==> config.mk <==
export PLATFORM = sky130hd
export DESIGN_NAME = rlr_ctrl
export DESIGN_NICKNAME = d
export VERILOG_FILES = /design/src/hw/rtl/rgb_line_offset_realigner_top_macros.svh /design/src/hw/rtl/rlr_pkg.sv /design/src/hw/rtl/rlr_ctrl.sv
export SDC_FILE = /design/constraint.sdc
export NUM_CORES = 1
export LEC_CHECK = 0
export BUFFER_PORTS_ARGS = -buffer_cell sky130_fd_sc_hd__clkbuf_2
export CORE_MARGIN = 10
export CORE_UTILIZATION = 60
export CTS_BUF_LIST = sky130_fd_sc_hd__clkbuf_8 sky130_fd_sc_hd__clkbuf_16
export DETAILED_ROUTE_END_ITERATION = 10
export GPL_ROUTABILITY_DRIVEN = 0
export GPL_TIMING_DRIVEN = 0
export PLACE_DENSITY = 0.83
export REMOVE_ABC_BUFFERS = 1
export SLEW_MARGIN = 20
export SYNTH_ARGS = -nofsm -noshare
export SYNTH_HDL_FRONTEND = slang
export SYNTH_SLANG_ARGS = --single-unit
==> constraint.sdc <==
create_clock -name i_clk -period 10.7 [get_ports i_clk]
set_input_delay 3.21 -clock i_clk [delete_from_list [all_inputs] [get_ports i_clk]]
set_output_delay 3.21 -clock i_clk [all_outputs]
set_load 0.05 [all_outputs]
==> src/hw/rtl/rgb_line_offset_realigner_top_macros.svh <==
// Assertion macros for the RGB line offset realigner.
// Used by rgb_line_offset_realigner_top; no other dependencies.
`ifndef RGB_LINE_OFFSET_REALIGNER_TOP_MACROS_SVH
`define RGB_LINE_OFFSET_REALIGNER_TOP_MACROS_SVH

// Same-cycle implication
`define RLR_ASSERT_IMP(lbl, clk, rst_n, ante, cons, msg) \
    lbl: assert property (@(posedge clk) disable iff (!rst_n) (ante) |-> (cons)) \
        else $error(msg);

// Next-cycle implication
`define RLR_ASSERT_NXT(lbl, clk, rst_n, ante, cons, msg) \
    lbl: assert property (@(posedge clk) disable iff (!rst_n) (ante) |=> (cons)) \
        else $error(msg);

`endif

==> src/hw/rtl/rlr_pkg.sv <==
// Shared types and constants for the RGB line offset realigner.
// No dependencies.
package rlr_pkg;

    localparam int MAX_PIXELS_DEF = 2048;
    localparam int MAX_LAG_DEF    = 7;
    localparam int PLANES         = 3;

    localparam int DATA_W     = 8;
    localparam int CFG_PPL_W  = 12;
    localparam int CFG_LAG_W  = 3;
    localparam int CFG_DATA_W = 12;
    localparam int CFG_IDX_W  = 8;

    localparam logic [CFG_IDX_W-1:0] REG_PPL       = CFG_IDX_W'(0);
    localparam logic [CFG_IDX_W-1:0] REG_OFF_RED   = CFG_IDX_W'(1);
    localparam logic [CFG_IDX_W-1:0] REG_OFF_GREEN = CFG_IDX_W'(2);
    localparam logic [CFG_IDX_W-1:0] REG_OFF_BLUE  = CFG_IDX_W'(3);

    localparam logic [CFG_PPL_W-1:0] PPL_RESET = CFG_PPL_W'(2048);

    localparam logic REQ_PUSH = 1'b0;
    localparam logic REQ_PULL = 1'b1;

    typedef enum logic [1:0] {
        ST_PUSH_OK      = 2'd0,
        ST_PUSH_REFUSED = 2'd1,
        ST_PULL_DATA    = 2'd2,
        ST_PULL_EMPTY   = 2'd3
    } t_status;

    typedef enum logic [1:0] {
        PL_RED   = 2'd0,
        PL_GREEN = 2'd1,
        PL_BLUE  = 2'd2
    } t_plane;

    typedef struct packed {
        t_status status;
        logic    line_end;
    } t_meta;

endpackage

==> src/hw/rtl/rlr_ctrl.sv <==
// Realigner control: config registers, write/read pointers, line ring
// bookkeeping and store address generation. Depends on rlr_pkg.
module rlr_ctrl #(
    parameter int MAX_PIXELS = rlr_pkg::MAX_PIXELS_DEF,
    parameter int MAX_LAG    = rlr_pkg::MAX_LAG_DEF,
    parameter int AW         = 16
) (
    input  logic                           i_clk,
    input  logic                           i_rst_n,
    input  logic                           i_cfg_we,
    input  logic [rlr_pkg::CFG_IDX_W-1:0]  i_cfg_idx,
    input  logic [rlr_pkg::CFG_DATA_W-1:0] i_cfg_data,
    input  logic                           i_acc,
    input  logic                           i_req_type,
    input  logic [rlr_pkg::DATA_W-1:0]     i_data,
    output logic                           o_mem_we,
    output logic [AW-1:0]                  o_mem_waddr,
    output logic [rlr_pkg::DATA_W-1:0]     o_mem_wdata,
    output logic                           o_mem_re,
    output logic [AW-1:0]                  o_mem_raddr,
    output rlr_pkg::t_meta                 o_meta
);
    import rlr_pkg::*;

    localparam int STRIDE = PLANES * MAX_PIXELS;
    localparam int PW     = $clog2(MAX_PIXELS + 1);
    localparam int PXW    = (MAX_PIXELS > 1) ? $clog2(MAX_PIXELS) : 1;
    localparam int LW     = $clog2(STRIDE + 1);
    localparam int SW     = (MAX_LAG > 0) ? $clog2(MAX_LAG + 1) : 1;
    localparam int DW     = $clog2(MAX_LAG + 2);

    function automatic logic [SW-1:0] sat_lag(input logic [CFG_LAG_W-1:0] v);
        if (int'(v) > MAX_LAG) begin
            return SW'(MAX_LAG);
        end
        return SW'(v);
    endfunction

    logic [CFG_PPL_W-1:0] r_ppl;
    logic [CFG_LAG_W-1:0] r_off_r, r_off_g, r_off_b;

    logic [LW-1:0]  r_wr_pos,   n_wr_pos;
    logic [SW-1:0]  r_wr_slot,  n_wr_slot;
    logic [DW-1:0]  r_loaded,   n_loaded;
    logic [SW-1:0]  r_oldest,   n_oldest;
    logic [PXW-1:0] r_rd_pixel, n_rd_pixel;
    t_plane         r_rd_plane, n_rd_plane;
    logic           r_pending,  n_pending;

    logic [SW-1:0] lag_r, lag_g, lag_b, lag_max, lag_sel;
    logic [DW-1:0] depth;
    logic [PW-1:0] p_eff;
    logic [LW-1:0] line_bytes, wr_pos_inc, plane_base, rd_off;
    logic          wr_eol;
    logic [DW-1:0] slot_inc, loaded_inc;
    logic [SW-1:0] wr_slot_nx;
    logic [SW:0]   rd_sum;
    logic [SW-1:0] rd_slot;
    logic          rd_last;
    logic          cfg_hit;
    logic          is_push;

    assign lag_r = sat_lag(r_off_r);
    assign lag_g = sat_lag(r_off_g);
    assign lag_b = sat_lag(r_off_b);

    always_comb begin
        lag_max = lag_r;
        if (lag_g > lag_max) begin
            lag_max = lag_g;
        end
        if (lag_b > lag_max) begin
            lag_max = lag_b;
        end
    end

    assign depth = DW'(lag_max) + DW'(1);

    always_comb begin
        if (r_ppl == '0) begin
            p_eff = PW'(1);
        end else if (int'(r_ppl) > MAX_PIXELS) begin
            p_eff = PW'(MAX_PIXELS);
        end else begin
            p_eff = PW'(r_ppl);
        end
    end

    assign line_bytes = LW'(p_eff) + (LW'(p_eff) << 1);

    // write side
    assign wr_pos_inc = r_wr_pos + LW'(1);
    assign wr_eol     = (wr_pos_inc >= line_bytes);
    assign slot_inc   = DW'(r_wr_slot) + DW'(1);
    assign wr_slot_nx = (slot_inc == depth) ? '0 : SW'(slot_inc);
    assign loaded_inc = (r_loaded < depth) ? r_loaded + DW'(1) : r_loaded;

    // read side
    always_comb begin
        unique case (r_rd_plane)
            PL_RED: begin
                lag_sel    = lag_r;
                plane_base = '0;
            end
            PL_GREEN: begin
                lag_sel    = lag_g;
                plane_base = LW'(p_eff);
            end
            PL_BLUE: begin
                lag_sel    = lag_b;
                plane_base = LW'(p_eff) << 1;
            end
            default: begin
                lag_sel    = lag_r;
                plane_base = '0;
            end
        endcase
    end

    assign rd_sum  = (SW+1)'(r_oldest) + (SW+1)'(lag_sel);
    assign rd_slot = (rd_sum >= (SW+1)'(depth)) ? SW'(rd_sum - (SW+1)'(depth))
                                                : SW'(rd_sum);
    assign rd_off  = LW'(r_rd_pixel) + plane_base;
    assign rd_last = (r_rd_plane == PL_BLUE) && (PW'(r_rd_pixel) == p_eff - PW'(1));

    assign o_mem_waddr = AW'(r_wr_slot) * AW'(STRIDE) + AW'(r_wr_pos);
    assign o_mem_raddr = AW'(rd_slot) * AW'(STRIDE) + AW'(rd_off);
    assign o_mem_wdata = i_data;

    assign is_push  = (i_req_type == REQ_PUSH);
    assign o_mem_we = i_acc && is_push && !r_pending;
    assign o_mem_re = i_acc && !is_push && r_pending;

    always_comb begin
        o_meta.line_end = 1'b0;
        if (is_push) begin
            o_meta.status = r_pending ? ST_PUSH_REFUSED : ST_PUSH_OK;
        end else if (r_pending) begin
            o_meta.status   = ST_PULL_DATA;
            o_meta.line_end = rd_last;
        end else begin
            o_meta.status = ST_PULL_EMPTY;
        end
    end

    always_comb begin
        n_wr_pos   = r_wr_pos;
        n_wr_slot  = r_wr_slot;
        n_loaded   = r_loaded;
        n_oldest   = r_oldest;
        n_rd_pixel = r_rd_pixel;
        n_rd_plane = r_rd_plane;
        n_pending  = r_pending;
        if (o_mem_we) begin
            if (wr_eol) begin
                n_wr_pos  = '0;
                n_wr_slot = wr_slot_nx;
                n_loaded  = loaded_inc;
                if (loaded_inc >= depth) begin
                    n_pending  = 1'b1;
                    n_oldest   = wr_slot_nx;
                    n_rd_pixel = '0;
                    n_rd_plane = PL_RED;
                end
            end else begin
                n_wr_pos = wr_pos_inc;
            end
        end else if (o_mem_re) begin
            if (rd_last) begin
                n_pending  = 1'b0;
                n_rd_pixel = '0;
                n_rd_plane = PL_RED;
            end else begin
                unique case (r_rd_plane)
                    PL_RED:   n_rd_plane = PL_GREEN;
                    PL_GREEN: n_rd_plane = PL_BLUE;
                    PL_BLUE: begin
                        n_rd_plane = PL_RED;
                        n_rd_pixel = r_rd_pixel + PXW'(1);
                    end
                    default:  n_rd_plane = PL_RED;
                endcase
            end
        end
    end

    assign cfg_hit = i_cfg_we && (i_cfg_idx == REG_PPL || i_cfg_idx == REG_OFF_RED ||
                                  i_cfg_idx == REG_OFF_GREEN || i_cfg_idx == REG_OFF_BLUE);

    always_ff @(posedge i_clk) begin
        if (!i_rst_n) begin
            r_ppl      <= PPL_RESET;
            r_off_r    <= '0;
            r_off_g    <= '0;
            r_off_b    <= '0;
            r_wr_pos   <= '0;
            r_wr_slot  <= '0;
            r_loaded   <= '0;
            r_oldest   <= '0;
            r_rd_pixel <= '0;
            r_rd_plane <= PL_RED;
            r_pending  <= 1'b0;
        end else begin
            if (i_cfg_we) begin
                if (i_cfg_idx == REG_PPL) begin
                    r_ppl <= i_cfg_data[CFG_PPL_W-1:0];
                end
                if (i_cfg_idx == REG_OFF_RED) begin
                    r_off_r <= i_cfg_data[CFG_LAG_W-1:0];
                end
                if (i_cfg_idx == REG_OFF_GREEN) begin
                    r_off_g <= i_cfg_data[CFG_LAG_W-1:0];
                end
                if (i_cfg_idx == REG_OFF_BLUE) begin
                    r_off_b <= i_cfg_data[CFG_LAG_W-1:0];
                end
            end
            if (cfg_hit) begin
                r_wr_pos   <= '0;
                r_wr_slot  <= '0;
                r_loaded   <= '0;
                r_oldest   <= '0;
                r_rd_pixel <= '0;
                r_rd_plane <= PL_RED;
                r_pending  <= 1'b0;
            end else begin
                r_wr_pos   <= n_wr_pos;
                r_wr_slot  <= n_wr_slot;
                r_loaded   <= n_loaded;
                r_oldest   <= n_oldest;
                r_rd_pixel <= n_rd_pixel;
                r_rd_plane <= n_rd_plane;
                r_pending  <= n_pending;
            end
        end
    end

endmodule

==> results of run 1 <==
flip-flops by register name, indices dropped and copies added (netlist names):
register,cells
r_loaded,4
lag_r,3
r_oldest,3
r_rd_plane,2
r_wr_slot,3
lag_g,3
lag_b,3
r_ppl,12
r_rd_pixel,11
r_pending,1
r_wr_pos,13
power by group through the flow:
| stage | registers, mW | clock network, mW | logic (mW) |
|---|---|---|---|
| detailed placement | 0.222 | 0 | 0.0330 |
| floorplan | 0.223 | 0 | 0.0181 |
| global placement | 0.222 | 0 | 0.0318 |
| finish | 0.217 | 0.218 | 0.0335 |
| global route | 0.217 | 0.229 | 0.0363 |
| CTS | 0.217 | 0.221 | 0.0331 |
cell type report:
| type | instances | share of cell area (%) |
|---|---|---|
| timing repair buffer | 62 | 4.65 |
| clock inverter | 3 | 0.570 |
| inverter | 74 | 4.08 |
| clock buffer | 12 | 2.43 |
| sequential | 58 | 17.1 |
| tap | 136 | 2.50 |
| multi-input combinational | 608 | 68.7 |
critical path, cell delays in order, from the launching register on:
cell and delay, ps:
dfxtp_1 490, inv_1 90, ha_1 260, or2_4 280
o221ai_1 230, mux2i_2 350, ha_1 310, nand3b_1 150
a32oi_1 100, and2_1 190, a31oi_2 330, ha_1 380
inv_1 160, ha_1 240, a21boi_1 260, nor2_1 100
mux2_2 290, nor4_4 370, mux2i_2 370, ha_1 240
inv_1 60, fa_1 350, xor3_1 430, nor3_2 150
xnor2_1 140, clkbuf_2 300
layer usage:
metal	share of wire (%)	vias to the layer above
met4	1.3	0
met2	48	174
li1	-	2791
met5	0	-
met3	7.0	24
met1	44	2747
worst max path at each step:
stage | to | cells after the start | from | slack (ps)
3_3_place_gp | o_mem_raddr[15] | 25 | lag_r[2] | 1020
3_5_place_dp | o_mem_raddr[15] | 25 | lag_r[2] | 760
2_1_floorplan | o_mem_raddr[15] | 24 | lag_r[2] | 1310
4_1_cts | o_mem_raddr[15] | 25 | lag_r[2] | 320
5_1_grt | o_mem_raddr[15] | 26 | lag_r[1] | 60
6_report | o_mem_raddr[15] | 25 | lag_r[2] | 490
cell usage after synthesis (all sizes together) (13+ instances only):
library cell,n
nor3,16
a21oi,43
dfxtp,58
nor2,44
inv,74
xnor2,42
nand2,50
or3,21
xor2,15
a22oi,13
buf,22
o21ai,27
nand3,42
ha,82
mux2i,30
clkbuf,28
nor2b,49
cell families (layout without fill, tap and decap cells):
logic type	Yosys count	after routing	synth area share, %
compound gates	149	149	16.7
mux	35	35	5.67
simple gates	275	275	23.6
fa+ha+maj	90	90	18.7
xor+xnor	59	59	8.58
buf+inv	124	151	8.54
flops	58	58	18.3
repair_timing:
action | CTS | global route
gates resized for setup | 0 | 5
hold endpoints to repair | 0 | 0
setup endpoints to repair | 0 | 2
hold buffers | 0 | 0
setup buffers | 0 | 0
==> out/qor.txt, run 1 <==
worst r2r path cells: 23
top post-synthesis cells by area: dfxtp_1 18%, ha_1 16%, xnor2_1 5.8%
first-pass GRT wire length: 26.8 mm
die area: 15100 sq um
DRT iter0 DRCs: 389
number of inserted diodes: 0
std cell rows: 37
Final Net Count: 936
met1 Use GR: 26.0%
crit path DAT: 7000 ps
CP Capture Type: output port
period utilization: 95.4%
CTS Buf Count: 9
most frequent cells in the layout: 82 x ha_1, 74 x inv_1, 61 x clkbuf_2, 58 x dfxtp_1, 50 x nand2_1
Setup CP Type: register to output port
Top Usage Layer GRT: met2
core footprint: 10300 sq um
Worst-Margin Slew: 1010 ps
Clk Latency, worst-skew pair: 370 ps
Main synth FF type: dfxtp_1
Yosys reg bits: 58
Leak Pwr: 2.93 nW
H-tree levels: 3
Comb pwr share: 7.1%
register area share after synthesis: 18.3%
die width: 123 um
Yosys top cell area share: 18.3%
reg-to-reg endpoint: r_rd_pixel[0]
total track usage: 21.4%
Slew Limit Headroom: 32.7%
class of the worst hold path: register to register
M3 GR Usage: 5.52%
pre-CTS WS: 758 ps
CTS Root Cell: clkbuf_8
final core utilization: 66.0%
Clock Power Share: 46.6%
Routed WL: 16.2 mm
vias per inst: 6.02
Sw Pwr: 118 uW
Setup crit start kind: register
RR Startpoint: lag_r[2]
sequential group share of total power: 46.3%
area leader, netlist: dfxtp_1
largest net degree at the start of global routing: 31
initial antenna violation count: 0
# setup viols final: 0
total chip power: 469 uW
Sw Share: 25.1%
Post-Layout Inst Area: 6810 sq um
commonest non-fill, non-tap cell in the layout: ha_1
CTS tree: yes
placed cell areas: 6590 sq um
Max Fclk: 97.9 MHz
PD cells: 68.9 nW/um^2
Clock transition at path regs: 70 ps
WP data required: 7490 ps
Post-synth EDFFs: 0
Layout area overhead: 7.08%
Setup WS post-layout: 490 ps
Fill cells: 872
WHS: 504 ps
hold path cells: 2
I/O pin cnt: 78
drt first pass iters: 5
Synth cell types: 69
Port Buffers: 61
r2r setup slk: 4220 ps
Detail Placement HPWL: 12.5 mm
Slew Viols, Final: 0
setup_tns: 0 ps
layout cells sized above 1: 14.0%
DIE HEIGHT: 123 um
Finished Layout Cells: 953
post-DR wirelength/cell: 16.9 um
Initial Utilization: 61.6%
status: completed
DR DRC count: 0
critical hold path startpoint: r_oldest[2]
Min Clock Period, post-route: 10210 ps
internal cell power: 351 uW
Clock Skew: 10.7 ps
TritonCTS sink count: 58
Final Hold Viols: 0
multi-input logic area: 4680 sq um
Synth Instances: 790
DR vias: 5736
number of global-route vias before repair: 5827
FF/Latch Area: 1160 sq um
Syn Std Cell Area: 6360 sq um
Synth Area per Inst: 8.05 sq um
Async S/R FF share, synth: 0%
Max Root-Sink Buffers: 2
hold endpoint: r_oldest[2]
Final ANT Viol Nets: 0
Ys Warns: 0
maxcap violations: 0
dpl cells: 938
RSZ-0062 raised after global routing: no
critical path peak fanout: 5
VDD IR max: 67.5 uV
global route overflow: 0
GR Util met2: 36.2%
Note: power is estimated with default switching activity, not from simulation.
==> inputs of run 2 (changes only) <==
Settings changed: CELL_PAD_IN_SITES_DETAIL_PLACEMENT set to 2, CELL_PAD_IN_SITES_GLOBAL_PLACEMENT set to 2, CORE_UTILIZATION 60 to 36, PLACE_DENSITY 0.83 to unset, PLACE_DENSITY_LB_ADDON set to 0.1.
==> run 2 against run 1 <==
Global-route usage is 3.8 points lower; sequential power hardly changed; design area is 3.3% higher; combinational power is 7.5% higher; non-clock buffer count is 2 higher; critical path type unchanged; largest cell class unchanged.
==> out/qor.txt, run 2 (synthesis results as in run 1) <==
status: completed
Sw Share: 26.7%
initial antenna violation count: 0
WP data required: 7490 ps
multi-input logic area: 4700 sq um
number of global-route vias before repair: 6409
internal cell power: 390 uW
global route overflow: 0
WP buf/inv: 5
period utilization: 96.7%
most used cell, CP: ha_1
Worst-Margin Slew: 922 ps
Fill cells: 1965
die area: 23400 sq um
Final Net Count: 938
CP Capture Type: output port
Initial Utilization: 36.8%
DIE HEIGHT: 153 um
Setup WS post-layout: 355 ps
H-tree levels: 3
Min Clock Period, post-route: 10350 ps
Leak Pwr: 2.97 nW
Comb pwr share: 6.8%
DR vias: 5758
sequential group share of total power: 40.8%
CTS Buf Count: 9
std cell rows: 48
Setup CP Type: register to output port
layout cells sized above 1: 14.6%
DR DRC count: 0
final core utilization: 40.7%
Max Fclk: 96.7 MHz
Sw Pwr: 142 uW
biggest regs: r_wr_pos: 13 flops, r_ppl: 12 flops, r_rd_pixel: 11 flops
PD cells: 75.7 nW/um^2
first-pass GRT wire length: 34.3 mm
Most flops, register: r_wr_pos
Slew Viols, Final: 0
I/O pin cnt: 78
Clock Skew: 6.05 ps
Largest register FFs: 13
dpl cells: 1027
Setup crit start kind: register
crit path DAT: 7140 ps
Clk Latency, worst-skew pair: 340 ps
WHS: 493 ps
Slew Limit Headroom: 38.4%
Final Hold Viols: 0
most frequent cells in the layout: 82 x ha_1, 73 x inv_1, 60 x clkbuf_2, 58 x dfxtp_1
total chip power: 532 uW
# setup viols final: 0
number of inserted diodes: 0
maxcap violations: 0
VDD IR max: 65.7 uV
class of the worst hold path: register to register
commonest non-fill, non-tap cell in the layout: ha_1
Layout area overhead: 10.6%
largest net degree at the start of global routing: 31
Finished Layout Cells: 1045
critical path's slowest cell: xor3_1
Clock Power Share: 52.4%
die width: 153 um
crit-path max cell delay: 430 ps
DRT iter0 DRCs: 176
post-DR wirelength/cell: 19.9 um
CTS tree: yes
pre-CTS WS: 439 ps
Detail Placement HPWL: 16.0 mm
Crit path max-delay family: adder cells
total track usage: 17.5%
vias per inst: 5.51
drt first pass iters: 4
Routed WL: 20.8 mm
Clock transition at path regs: 60 ps
TritonCTS sink count: 58
CTS Root Cell: clkbuf_16
FF/Latch Area: 1160 sq um
critical path peak fanout: 5
Port Buffers: 61
Final ANT Viol Nets: 0
Max Root-Sink Buffers: 2
core footprint: 17300 sq um
## run 2: power groups by stage
stage | Combinational [mW] | Clock, mW | Sequential [mW]
after floorplan | 0.0181 | 0 | 0.223
after global placement | 0.0341 | 0 | 0.222
after detailed placement | 0.0354 | 0 | 0.222
after CTS | 0.0360 | 0.284 | 0.217
after global routing | 0.0392 | 0.295 | 0.217
final | 0.0360 | 0.279 | 0.217
## run 2: stage by stage
stage	setup TNS [ps]	area, sq um
finish	0	7030
floorplan	0	6090
global placement	0	6680
global route	-62.6	7030
CTS	0	6980
detailed placement	0	6700
## run 2: final cells by class
| cell class | count | share of cell area, % |
|---|---|---|
| Timing Repair Buffer | 64 | 4.72 |
| Sequential cell | 58 | 16.5 |
| Multi-Input combinational cell | 608 | 66.8 |
| Inverter | 74 | 3.95 |
| Clock inverter | 6 | 0.605 |
| Clock buffer | 10 | 3.40 |
| Tap cell | 225 | 4.00 |
## run 2: worst register-to-register path: cells and delay by family, from the launching register on
kind | cells | cell delay, ps
AOI/OAI and AO/OA | 7 | 2400
and+or+nand+nor | 9 | 2240
adders and majority gates | 4 | 1190
DFF | 1 | 390
buffers and inverters | 3 | 350
xor gates and xnor gates | 1 | 180
## run 2: what timing repair did
| action | CTS | global route |
|---|---|---|
| buffers inserted | 0 | 2 |
| resized for setup | 0 | 8 |
| hold buffers | 0 | 0 |
| endpoints found under the setup margin | 0 | 3 |
## run 2: final timing paths
path / startpoint / cells past startpoint / slack, ps / end
max reg2reg: lag_r[1] / 24 / 3860 / r_rd_pixel[5]
max: lag_r[1] / 26 / 350 / o_mem_raddr[15]
min: r_oldest[0] / 2 / 490 / r_oldest[0]
min reg2reg: r_oldest[0] / 2 / 490 / r_oldest[0]
## run 2: layer usage
| layer | wire [um] | global-route usage, % |
|---|---|---|
| met2 | 10400 | 30.8 |
| met5 | 0 | 0 |
| met3 | 632 | 3.68 |
| met1 | 9680 | 21.7 |
| met4 | 151 | 3.04 |
==> inputs of run 3 (changes only) <==
Settings changed: TNS_END_PERCENT set to 20.
Clock period 10.7 ns to 9.8 ns, I/O delays scaled along.
==> run 3 against run 2 <==
Wire length increased by 2.2%; utilization increased by 0.80 points; cell count increased by 0.57%; clock power increased by 9.7%; combinational power increased by 12%; worst hold slack about the same; clock-buffer cell count unchanged; largest cell class unchanged; sequential cell count unchanged; critical endpoint unchanged; first-iteration DRC count increased by 6.3%.
==> out/qor.txt, run 3 (synthesis results as in run 1) <==
status: completed
initial antenna violation count: 0
period utilization: 98.2%
Setup WS post-layout: 178 ps
final core utilization: 41.4%
Largest register FFs: 13
I/O pin cnt: 78
Initial Utilization: 36.8%
Final Hold Viols: 0
layout cells sized above 1: 17.6%
PD cells: 81.3 nW/um^2
post-DR wirelength/cell: 20.2 um
Min Clock Period, post-route: 9620 ps
DRT iter0 DRCs: 187
core footprint: 17300 sq um
Worst-Margin Slew: 922 ps
most frequent cells in the layout: 79 x ha_1, 71 x inv_1, 60 x clkbuf_2, 55 x dfxtp_1, 48 x nand2_1
pre-CTS WS: -191 ps
# setup viols final: 0
CTS Root Cell: clkbuf_16
Final ANT Viol Nets: 0
Slew Limit Headroom: 38.4%
drt first pass iters: 4
Port Buffers: 61
Clk Latency, worst-skew pair: 340 ps
critical path peak fanout: 5
std cell rows: 48
setup_tns: 0 ps
Post-CTS Hold Buffers: 0
Clock Skew: 5.78 ps
crit path DAT: 6680 ps
H-tree levels: 3
vias per inst: 5.52
Setup CP Type: register to output port
maxcap violations: 0
die width: 153 um
Routed WL: 21.3 mm
total chip power: 583 uW
first-pass GRT wire length: 34.7 mm
Max Fclk: 104 MHz
Detail Placement HPWL: 16.0 mm
Max Root-Sink Buffers: 2
Layout area overhead: 12.8%
Clock transition at path regs: 60 ps
CP Capture Type: output port
Setup crit start kind: register
Slew Viols, Final: 0
Final Net Count: 944
VDD IR max: 71.3 uV
die area: 23400 sq um
CTS tree: yes
global route overflow: 0
biggest regs: r_wr_pos: 13 flops, r_ppl: 12 flops, r_rd_pixel: 11 flops
total track usage: 17.7%
number of global-route vias before repair: 6451
DR DRC count: 0
largest net degree at the start of global routing: 31
CTS Buf Count: 9
DR vias: 5797
class of the worst hold path: register to register
number of inserted diodes: 0
DIE HEIGHT: 153 um
Most flops, register: r_wr_pos
commonest non-fill, non-tap cell in the layout: ha_1
TritonCTS sink count: 58
Leak Pwr: 3.02 nW
WP data required: 6860 ps
[run 3: changes by cell type in the layout (fill, tap and decap cells not counted), sizes merged]
cell	delta
buf	+6
[run 3: per-stage QoR]
step | std cells | area, sq um | hold slack, ps
after detailed placement | 1027 | 6700 | 491
final | 1051 | 7170 | 493
after floorplan | 740 | 6090 | 454
after global routing | 1051 | 7170 | 525
after CTS | 1046 | 7050 | 500
after global placement | 1026 | 6680 | 478
[run 3: cell type report]
type                            count  area [sq um]
Clock buffer                       10           239
Clock inverter                      6          42.5
Fill cell                        1968         10100
Inverter                           74           278
Multi-Input combinational cell    608          4780
Sequential cell                    58          1160
Tap cell                          225           282
Timing Repair Buffer               70           379
[run 3: worst paths after layout]
path	slack [ps]	depth (start not counted)	from	to
worst min-delay path	490	2	r_oldest[1]	r_oldest[1]
worst min register to register	490	2	r_oldest[1]	r_oldest[1]
worst max register to register	3090	24	r_ppl[3]	r_rd_pixel[5]
worst max-delay path	180	24	lag_r[2]	o_mem_raddr[15]
[run 3: critical path: stages (launching register included)]
cell and delay [ps]:
dfxtp_2 410, inv_1 80, ha_1 290, or2_4 300
o22ai_2 250, a21oi_1 140, ha_1 360, nand3b_1 160
a32oi_2 320, inv_2 130, a2111oi_4 420, nand2_2 140
ha_1 330, nand2b_1 140, nor2_1 90, mux2_2 340
nor4_4 380, mux2i_2 420, ha_2 260, inv_1 60
fa_1 370, xor3_2 430, nor3_2 150, xnor2_1 150
buf_4 220
[run 3: repair_timing]
| action | in CTS | in global routing |
|---|---|---|
| setup endpoints to repair | 4 | 3 |
| resized for setup | 11 | 22 |
| cloned | 0 | 0 |
| setup buffers | 3 | 5 |
| pin swaps | 0 | 6 |
[run 3: per-layer routing]
metal | track usage, % | share of wire [%]
met2 | 31.2 | 50
met5 | 0 | 0
met1 | 22.1 | 46
met3 | 3.40 | 2.5
met4 | 3.13 | 0.77
[run 3: where the power goes]
| group | leakage [nW] | internal [mW] | total [mW] | switching, mW |
|---|---|---|---|---|
| clock | 0.123 | 0.177 | 0.306 | 0.128 |
| combinational | 2.43 | 0.0130 | 0.0403 | 0.0273 |
| sequential | 0.469 | 0.236 | 0.237 | 0.000938 |
